--- src/hw/rtl/hsj_pkg.sv ---
// ----------------------------------------------------------------------------
// hsj_pkg
// Shared types, constants and jamo tables for the Hangul syllable splitter.
// ----------------------------------------------------------------------------
package hsj_pkg;

	localparam int MAX_BUFFER = 65536;
	localparam int CAP_W      = 17;
	localparam int COUNT_W    = 16;
	localparam int CHAR_W     = 21;

	localparam logic [CHAR_W-1:0] SYL_FIRST   = 21'h00AC00;
	localparam logic [CHAR_W-1:0] SYL_LAST    = 21'h00D7A3;
	localparam int                PER_MEDIAL  = 28;
	localparam int                PER_INITIAL = 21 * PER_MEDIAL;
	localparam logic [15:0]       EMPTY_FINAL = 16'h2592;
	localparam logic [CHAR_W-1:0] MEDIAL_BASE = 21'h00314F;

	// register indexes
	localparam logic REG_BUFFER_SIZE = 1'b0;

	// queue entry kinds
	localparam logic [1:0] KIND_END  = 2'd0;
	localparam logic [1:0] KIND_CHAR = 2'd1;
	localparam logic [1:0] KIND_SYL  = 2'd2;

	localparam int FIFO_DEPTH = 4;
	localparam int FIFO_AW    = $clog2(FIFO_DEPTH);

	typedef struct packed {
		logic [1:0]        kind;
		logic [CHAR_W-1:0] code;  // passed-through code point
		logic [4:0]        ini;   // initial index of a syllable
		logic [9:0]        rem;   // syllable offset within its initial block
	} entry_t;

	typedef struct packed {
		logic [COUNT_W-1:0] count;
		logic               stopped;
	} front_stat_t;

	typedef struct packed {
		logic busy;
	} back_stat_t;

	// index of the initial block that holds s
	function automatic logic [4:0] ini_of(input logic [13:0] s);
		logic [4:0] n;
		n = 5'd0;
		for (int i = 1; i < 19; i++) begin
			if (s >= 14'(i * PER_INITIAL))
				n = n + 5'd1;
		end
		return n;
	endfunction

	function automatic logic [4:0] med_of(input logic [9:0] r);
		logic [4:0] n;
		n = 5'd0;
		for (int j = 1; j < 21; j++) begin
			if (r >= 10'(j * PER_MEDIAL))
				n = n + 5'd1;
		end
		return n;
	endfunction

	function automatic logic [15:0] initial_jamo(input logic [4:0] i);
		logic [15:0] v;
		unique case (i)
			5'd0:  v = 16'h3131;
			5'd1:  v = 16'h3132;
			5'd2:  v = 16'h3134;
			5'd3:  v = 16'h3137;
			5'd4:  v = 16'h3138;
			5'd5:  v = 16'h3139;
			5'd6:  v = 16'h3141;
			5'd7:  v = 16'h3142;
			5'd8:  v = 16'h3143;
			5'd9:  v = 16'h3145;
			5'd10: v = 16'h3146;
			5'd11: v = 16'h3147;
			5'd12: v = 16'h3148;
			5'd13: v = 16'h3149;
			5'd14: v = 16'h314A;
			5'd15: v = 16'h314B;
			5'd16: v = 16'h314C;
			5'd17: v = 16'h314D;
			default: v = 16'h314E;
		endcase
		return v;
	endfunction

	function automatic logic [15:0] final_jamo(input logic [4:0] f);
		logic [15:0] v;
		unique case (f)
			5'd0:  v = EMPTY_FINAL;
			5'd1:  v = 16'h3131;
			5'd2:  v = 16'h3132;
			5'd3:  v = 16'h3133;
			5'd4:  v = 16'h3134;
			5'd5:  v = 16'h3135;
			5'd6:  v = 16'h3136;
			5'd7:  v = 16'h3137;
			5'd8:  v = 16'h3139;
			5'd9:  v = 16'h313A;
			5'd10: v = 16'h313B;
			5'd11: v = 16'h313C;
			5'd12: v = 16'h313D;
			5'd13: v = 16'h313E;
			5'd14: v = 16'h313F;
			5'd15: v = 16'h3140;
			5'd16: v = 16'h3141;
			5'd17: v = 16'h3142;
			5'd18: v = 16'h3144;
			5'd19: v = 16'h3145;
			5'd20: v = 16'h3146;
			5'd21: v = 16'h3147;
			5'd22: v = 16'h3148;
			5'd23: v = 16'h314A;
			5'd24: v = 16'h314B;
			5'd25: v = 16'h314C;
			5'd26: v = 16'h314D;
			default: v = 16'h314E;
		endcase
		return v;
	endfunction

endpackage

--- src/hw/rtl/hsj_front.sv ---
// ----------------------------------------------------------------------------
// hsj_front
// Accepts code points, classifies them, tracks the output count against the
// capacity and queues the items that produce results.
// ----------------------------------------------------------------------------
module hsj_front
	import hsj_pkg::*;
(
	input  logic               clk,
	input  logic               arst_n,
	input  logic               in_valid,
	output logic               in_stall,
	input  logic [CHAR_W-1:0]  char_code,
	input  logic [COUNT_W-1:0] limit,
	input  logic               fifo_full,
	output logic               push,
	output entry_t             push_ent,
	output front_stat_t        fst
);

	logic [COUNT_W-1:0] count_q;
	logic               stopped_q;
	logic               acc;
	logic               is_end;
	logic               is_syl;
	logic [1:0]         need;
	logic [COUNT_W:0]   next_count;
	logic               fits;
	logic [13:0]        s;
	logic [4:0]         ini;

	assign in_stall = fifo_full;
	assign acc      = in_valid && !fifo_full;
	assign is_end   = (char_code == '0);
	assign is_syl   = (char_code >= SYL_FIRST) && (char_code <= SYL_LAST);
	assign need     = is_syl ? 2'd3 : 2'd1;
	assign next_count = {1'b0, count_q} + (COUNT_W+1)'(need);
	assign fits     = next_count <= {1'b0, limit};

	assign s   = 14'(char_code - SYL_FIRST);
	assign ini = ini_of(s);

	always_comb begin
		push_ent.kind = is_end ? KIND_END : (is_syl ? KIND_SYL : KIND_CHAR);
		push_ent.code = char_code;
		push_ent.ini  = ini;
		push_ent.rem  = 10'(s - 14'(ini) * 14'(PER_INITIAL));
	end

	assign push = acc && (is_end || (!stopped_q && fits));

	always_ff @(posedge clk or negedge arst_n) begin
		if (!arst_n) begin
			count_q   <= '0;
			stopped_q <= 1'b0;
		end else if (acc) begin
			if (is_end) begin
				count_q   <= '0;
				stopped_q <= 1'b0;
			end else if (!stopped_q) begin
				if (fits)
					count_q <= next_count[COUNT_W-1:0];
				else
					stopped_q <= 1'b1;
			end
		end
	end

	assign fst.count   = count_q;
	assign fst.stopped = stopped_q;

endmodule

--- src/hw/rtl/hsj_fifo.sv ---
// ----------------------------------------------------------------------------
// hsj_fifo
// Short flop queue of classified items between front and back.
// ----------------------------------------------------------------------------
module hsj_fifo
	import hsj_pkg::*;
(
	input  logic   clk,
	input  logic   arst_n,
	input  logic   push,
	input  entry_t push_ent,
	input  logic   pop,
	output entry_t head,
	output logic   full,
	output logic   empty
);

	entry_t             mem_q [FIFO_DEPTH];
	logic [FIFO_AW-1:0] wr_q;
	logic [FIFO_AW-1:0] rd_q;
	logic [FIFO_AW:0]   cnt_q;

	assign full  = cnt_q == (FIFO_AW+1)'(FIFO_DEPTH);
	assign empty = cnt_q == '0;
	assign head  = mem_q[rd_q];

	always_ff @(posedge clk or negedge arst_n) begin
		if (!arst_n) begin
			wr_q  <= '0;
			rd_q  <= '0;
			cnt_q <= '0;
		end else begin
			if (push)
				wr_q <= wr_q + 1'b1;
			if (pop)
				rd_q <= rd_q + 1'b1;
			if (push && !pop)
				cnt_q <= cnt_q + 1'b1;
			else if (pop && !push)
				cnt_q <= cnt_q - 1'b1;
		end
	end

	always_ff @(posedge clk) begin
		if (push)
			mem_q[wr_q] <= push_ent;
	end

endmodule

--- src/hw/rtl/hsj_back.sv ---
// ----------------------------------------------------------------------------
// hsj_back
// Expands queued items into result characters: one for an end or a plain
// character, three jamo for a syllable, through an output register.
// ----------------------------------------------------------------------------
module hsj_back
	import hsj_pkg::*;
(
	input  logic              clk,
	input  logic              arst_n,
	input  entry_t            head,
	input  logic              empty,
	output logic              pop,
	output logic              out_valid,
	input  logic              out_stall,
	output logic [CHAR_W-1:0] out_char,
	output back_stat_t        bst
);

	localparam logic [1:0] PH_IDLE   = 2'd0;
	localparam logic [1:0] PH_MEDIAL = 2'd1;
	localparam logic [1:0] PH_FINAL  = 2'd2;

	logic [1:0]        phase_q;
	logic              out_valid_q;
	logic [CHAR_W-1:0] out_char_q;
	logic [9:0]        rem_q;
	logic              adv;
	logic [4:0]        med;
	logic [4:0]        fin;
	logic [CHAR_W-1:0] nxt_char;

	assign adv = !out_valid_q || !out_stall;
	assign pop = adv && (phase_q == PH_IDLE) && !empty;
	assign med = med_of(rem_q);
	assign fin = 5'(rem_q - 10'(med) * 10'(PER_MEDIAL));

	always_comb begin
		nxt_char = '0;
		unique case (phase_q)
			PH_IDLE: begin
				unique case (head.kind)
					KIND_CHAR: nxt_char = head.code;
					KIND_SYL:  nxt_char = CHAR_W'(initial_jamo(head.ini));
					default:   nxt_char = '0;
				endcase
			end
			PH_MEDIAL: nxt_char = MEDIAL_BASE + CHAR_W'(med);
			PH_FINAL:  nxt_char = CHAR_W'(final_jamo(fin));
			default:   nxt_char = '0;
		endcase
	end

	always_ff @(posedge clk or negedge arst_n) begin
		if (!arst_n) begin
			phase_q     <= PH_IDLE;
			out_valid_q <= 1'b0;
		end else if (adv) begin
			unique case (phase_q)
				PH_IDLE: begin
					out_valid_q <= !empty;
					if (!empty && head.kind == KIND_SYL)
						phase_q <= PH_MEDIAL;
				end
				PH_MEDIAL: begin
					out_valid_q <= 1'b1;
					phase_q     <= PH_FINAL;
				end
				PH_FINAL: begin
					out_valid_q <= 1'b1;
					phase_q     <= PH_IDLE;
				end
				default: phase_q <= PH_IDLE;
			endcase
		end
	end

	always_ff @(posedge clk) begin
		if (adv)
			out_char_q <= nxt_char;
		if (pop)
			rem_q <= head.rem;
	end

	assign out_valid = out_valid_q;
	assign out_char  = out_char_q;
	assign bst.busy  = phase_q != PH_IDLE;

endmodule

--- src/hw/rtl/hangul_syllable_to_jamo.sv ---
// ----------------------------------------------------------------------------
// hangul_syllable_to_jamo
// Splits precomposed Hangul syllables into compatibility jamo, passes other
// code points through, and limits each string to buffer_size-1 characters.
//
//   channel  dir  handshake            payload
//   input    in   in_valid/in_stall    char_code[20:0]
//   output   out  out_valid/out_stall  out_char[20:0]
//   config   in   APB write, pready=1  buffer_size at 0x0
//
// A plain character or end of string gives one result and a syllable three,
// emitted one per cycle by the single output register while out_stall is low.
// The front accepts one item per cycle while the four-entry queue has room.
// buffer_size saturates at 65536 and zero counts as one before the limit.
// Reset clears count, stop flag, queue and output; buffer_size resets to 4096.
// ----------------------------------------------------------------------------
module hangul_syllable_to_jamo
	import hsj_pkg::*;
(
	input  logic              clk,
	input  logic              arst_n,
	input  logic              in_valid,
	output logic              in_stall,
	input  logic [CHAR_W-1:0] char_code,
	output logic              out_valid,
	input  logic              out_stall,
	output logic [CHAR_W-1:0] out_char,
	input  logic              psel,
	input  logic              penable,
	input  logic              pwrite,
	input  logic [2:0]        paddr,
	input  logic [31:0]       pwdata,
	output logic [31:0]       prdata,
	output logic              pready
);

	logic [CAP_W-1:0]   buffer_size_q;
	logic [CAP_W-1:0]   cap;
	logic [COUNT_W-1:0] limit;
	logic               push;
	logic               pop;
	logic               full;
	logic               empty;
	entry_t             push_ent;
	entry_t             head;
	front_stat_t        fst;
	back_stat_t         bst;

	assign pready = 1'b1;
	assign prdata = (paddr[2] == REG_BUFFER_SIZE) ? 32'(buffer_size_q) : '0;

	always_ff @(posedge clk or negedge arst_n) begin
		if (!arst_n)
			buffer_size_q <= CAP_W'(4096);
		else if (psel && penable && pwrite && pready && paddr[2] == REG_BUFFER_SIZE)
			buffer_size_q <= pwdata[CAP_W-1:0];
	end

	// saturate capacity, treat zero as one
	always_comb begin
		cap = buffer_size_q;
		if (buffer_size_q > CAP_W'(MAX_BUFFER))
			cap = CAP_W'(MAX_BUFFER);
		else if (buffer_size_q == '0)
			cap = CAP_W'(1);
		limit = COUNT_W'(cap - CAP_W'(1));
	end

	hsj_front u_front (
		.clk       (clk),
		.arst_n    (arst_n),
		.in_valid  (in_valid),
		.in_stall  (in_stall),
		.char_code (char_code),
		.limit     (limit),
		.fifo_full (full),
		.push      (push),
		.push_ent  (push_ent),
		.fst       (fst)
	);

	hsj_fifo u_fifo (
		.clk      (clk),
		.arst_n   (arst_n),
		.push     (push),
		.push_ent (push_ent),
		.pop      (pop),
		.head     (head),
		.full     (full),
		.empty    (empty)
	);

	hsj_back u_back (
		.clk       (clk),
		.arst_n    (arst_n),
		.head      (head),
		.empty     (empty),
		.pop       (pop),
		.out_valid (out_valid),
		.out_stall (out_stall),
		.out_char  (out_char),
		.bst       (bst)
	);

`ifndef SYNTHESIS
	a_pop_nonempty: assert property (@(posedge clk) disable iff (!arst_n)
		pop |-> !empty)
		else $error("pop from empty queue");

	a_count_grows: assert property (@(posedge clk) disable iff (!arst_n)
		(push && push_ent.kind != KIND_END) |=> (fst.count > $past(fst.count)))
		else $error("output count did not advance");

	a_stopped_only_end: assert property (@(posedge clk) disable iff (!arst_n)
		(fst.stopped && push) |-> (push_ent.kind == KIND_END))
		else $error("item queued while stopped");

	a_no_invented: assert property (@(posedge clk) disable iff (!arst_n)
		(empty && !bst.busy && !out_stall) |=> !out_valid)
		else $error("result without queued item");
`endif

endmodule

--- config.mk ---
export PLATFORM = sky130hd
export DESIGN_NAME = hangul_syllable_to_jamo
export DESIGN_NICKNAME = d
export VERILOG_FILES = /design/src/hw/rtl/hsj_pkg.sv /design/src/hw/rtl/hsj_front.sv /design/src/hw/rtl/hsj_fifo.sv /design/src/hw/rtl/hsj_back.sv /design/src/hw/rtl/hangul_syllable_to_jamo.sv
export SDC_FILE = /design/constraint.sdc
export NUM_CORES = 1
export LEC_CHECK = 0
export ABC_AREA = 1
export BUFFER_PORTS_ARGS = -buffer_cell sky130_fd_sc_hd__buf_2
export CORE_UTILIZATION = 56
export DETAILED_ROUTE_END_ITERATION = 10
export GPL_TIMING_DRIVEN = 1
export HOLD_SLACK_MARGIN = 0.02
export PLACE_DENSITY_LB_ADDON = 0.05
export SETUP_SLACK_MARGIN = 0.02
export SYNTH_ARGS = -nofsm -noshare
export SYNTH_HDL_FRONTEND = slang
export SYNTH_SLANG_ARGS = --single-unit
--- constraint.sdc ---
create_clock -name clk -period 12.5 [get_ports clk]
set_input_delay 3.75 -clock clk [delete_from_list [all_inputs] [get_ports clk]]
set_output_delay 3.75 -clock clk [all_outputs]
set_load 0.03 [all_outputs]
==> results.json <==
{
  "grt_pass1_vias": 14600,
  "r2r_start": "u_back.rem_q[4]",
  "rows": 62,
  "synth-edff-count": 175,
  "place.port_buffers": 85,
  "syn_avg_cell_area_um2": 7.57,
  "critical_path.max_stage_delay_ps": 310,
  "slew-limit-headroom": 0.229,
  "top_usage_layer": "met2",
  "clk_latency_ps": 520,
  "maxCapViolations": 0,
  "reg2reg_slack_ps": 410,
  "die_w_um": 172,
  "cts.sinks": 219,
  "hold_depth": 2,
  "vias": 15300,
  "utilization": 0.747,
  "cts_root_buf": "clkbuf_16",
  "met2_usage": 0.546,
  "drt-wirelength-per-cell_um": 14.5,
  "cp.arrival_ps": 14500,
  "initial_core_util": 0.569,
  "gr-usage-met1": 0.325,
  "layout_common_cells": "nand2_1, inv_1, buf_4, nor2_1, edfxtp_1",
  "yosysSeqAreaShare": 0.391,
  "critPathLaunch": "char_code[11]",
  "place.gp.congestion": 0.931,
  "critPathRequiredTime_ps": 12760,
  "boundaryPins": 119,
  "layout-drive-gt1-share": 0.291,
  "final_common_cell": "nand2_1",
  "cts_hold_buf": 0,
  "yosys.cell_types.count": 58,
  "hold_path_class": "flip-flop to flip-flop",
  "grt.met3_usage": 0.0275,
  "cp-end-kind": "flip-flop",
  "worst_pin_slew_ps": 1150,
  "drt_iter0_drc": 858,
  "finalCritPeriodShare": 1.14,
  "grt_antenna_before_repair": 0,
  "cts-htree-levels": 1,
  "die_area_um2": 29800,
  "failed_checks": "DRC, setup timing",
  "async_reset_ff_frac": 0.201,
  "layout.nets": 2719,
  "grtUsageTotal": 0.284,
  "drtAntennaViolNets": 0,
  "crit_buf_inv": 11,
  "rsz0062_at_grt": "yes",
  "place_hpwl_um": 30100,
  "grt_start_max_net_pins": 76,
  "clk_pin_slew_ps": 60,
  "grt_pass1_wl_um": 67400,
  "cts_buffers": 24,
  "dp.cells": 2825,
  "fmax_mhz": 70.3,
  "syn_inst": 2149,
  "drv_slew": 0,
  "hold_viol_final": 0,
  "critPathKind": "primary input to flip-flop",
  "startpoint_type": "primary input",
  "instances_no_fill": 2946,
  "synth_area_um2": 16300,
  "critical_path.most_common_cell": "ha_4",
  "drt-pass1-iter-count": 8,
  "area_growth_pct": 31.3,
  "hp-start": "u_back.out_valid",
  "diodes": 0,
  "gr-total-overflow": 0,
  "slowest_stage": "ha_1",
  "vias_per_cell": 5.21,
  "ys.flop_type": "edfxtp_1",
  "ys_warn_count": 0,
  "cp_max_fo": 4,
  "skew_ps": 22.9,
  "fin_crit_ps": 14230,
  "r2r_cells": 84,
  "die_y_um": 172,
  "drt-total-wl_um": 42600,
  "finalSetupViolCount": 28,
  "drc": 1,
  "path_depth": 77,
  "fin_ws_ps": -1730,
  "timing.hold.ws_ps": 531,
  "cts_tree": "done",
  "fillers": 2111,
  "outcome": "complete, but fails checks",
  "cp_top_family": "adder cells",
  "core_um2": 28600,
  "clock_path_buffers": 3,
  "ys_ff_latch": 219
}
-- routing by layer --
metal,vias to the layer above,share of wire
li1,7756,-
met1,7175,0.41
met2,321,0.53
met3,90,0.032
met4,0,0.030
met5,-,0
-- per-stage QoR --
step | instance area, µm² | setup TNS [ps] | worst slack [ps]
floorplan | 16600 | -40490 | -2220
global placement | 19100 | -60860 | -2550
detailed placement | 19100 | -76470 | -2890
CTS | 20800 | -42620 | -2130
global route | 21400 | -48360 | -2380
finish | 21400 | -32350 | -1730
-- synthesized netlist by cell type (all sizes together), types with 3 or more instances --
cell / number / area share
o22ai: 21 / 0.0081
o21ai: 113 / 0.035
clkinv: 5 / 0.0012
o221ai: 3 / 0.0016
buf: 22 / 0.0089
xor2: 44 / 0.026
a31oi: 12 / 0.0046
or2: 15 / 0.0058
inv: 373 / 0.086
dfrtp: 43 / 0.066
clkbuf: 31 / 0.0071
o31ai: 4 / 0.0027
nand4: 18 / 0.0069
nor4: 15 / 0.0058
nand3b: 16 / 0.0074
xnor2: 13 / 0.0070
o21bai: 7 / 0.0032
nand3: 175 / 0.058
a21oi: 87 / 0.027
ha: 108 / 0.083
and3: 4 / 0.0016
o211ai: 8 / 0.0045
edfxtp: 175 / 0.32
fa: 4 / 0.0049
a32oi: 7 / 0.0038
nor2: 269 / 0.065
nor3: 20 / 0.0061
nand2: 519 / 0.13
-- registers in the layout (all words and copies together), names as in the netlist, 3 cells and up --
name / cells
buffer_size_q: 17
u_back.out_char: 21
u_back.rem_q: 10
u_fifo.mem_q: 144
u_fifo.cnt_q: 3
u_front.count_q: 16
-- layout make-up --
| cell class | count | area, µm² | area share |
|---|---|---|---|
| clock buffers | 32 | 662 | 0.0310 |
| flip-flops and latches | 219 | 6360 | 0.298 |
| inverters | 378 | 1430 | 0.0669 |
| well taps | 384 | 480 | 0.0225 |
| repair buffers | 408 | 2900 | 0.136 |
| clock inverters | 12 | 140 | 0.00656 |
| multi-input cells | 1513 | 9410 | 0.440 |
-- final timing paths --
| check | endpoint |
|---|---|
| max in group asynchronous | u_fifo.rd_q[0] |
| worst min register to register | u_back.out_valid |
| worst max register to register | u_back.out_char[5] |
| worst min-delay path | u_back.out_valid |
| worst max-delay path | u_fifo.mem_q[1][9] |
| min in group asynchronous | u_fifo.cnt_q[0] |
-- timing repair --
item | CTS | global route
setup buffers | 69 | 16
hold endpoints to repair | 0 | 0
setup endpoints to repair | 44 | 54
gates cloned | 0 | 0
pin swaps | 80 | 114
gates resized for setup | 93 | 127
-- tightest hold or removal path, cell delays in order, from the launching register on --
cell and delay [ps]:
dfrtp_1 350, o21ai_0 80, nand2_1 70
-- logic make-up after synthesis --
family | synth area share
compound gates | 0.0971
fa+ha+maj | 0.0879
flops | 0.391
buf+inv | 0.103
xor+xnor | 0.0334
other cells | 0.000461
mux | 0.000692
simple gates | 0.287
Power is not shown: default switching activity piles up to over one toggle a cycle in this logic, so the estimate is an artifact.
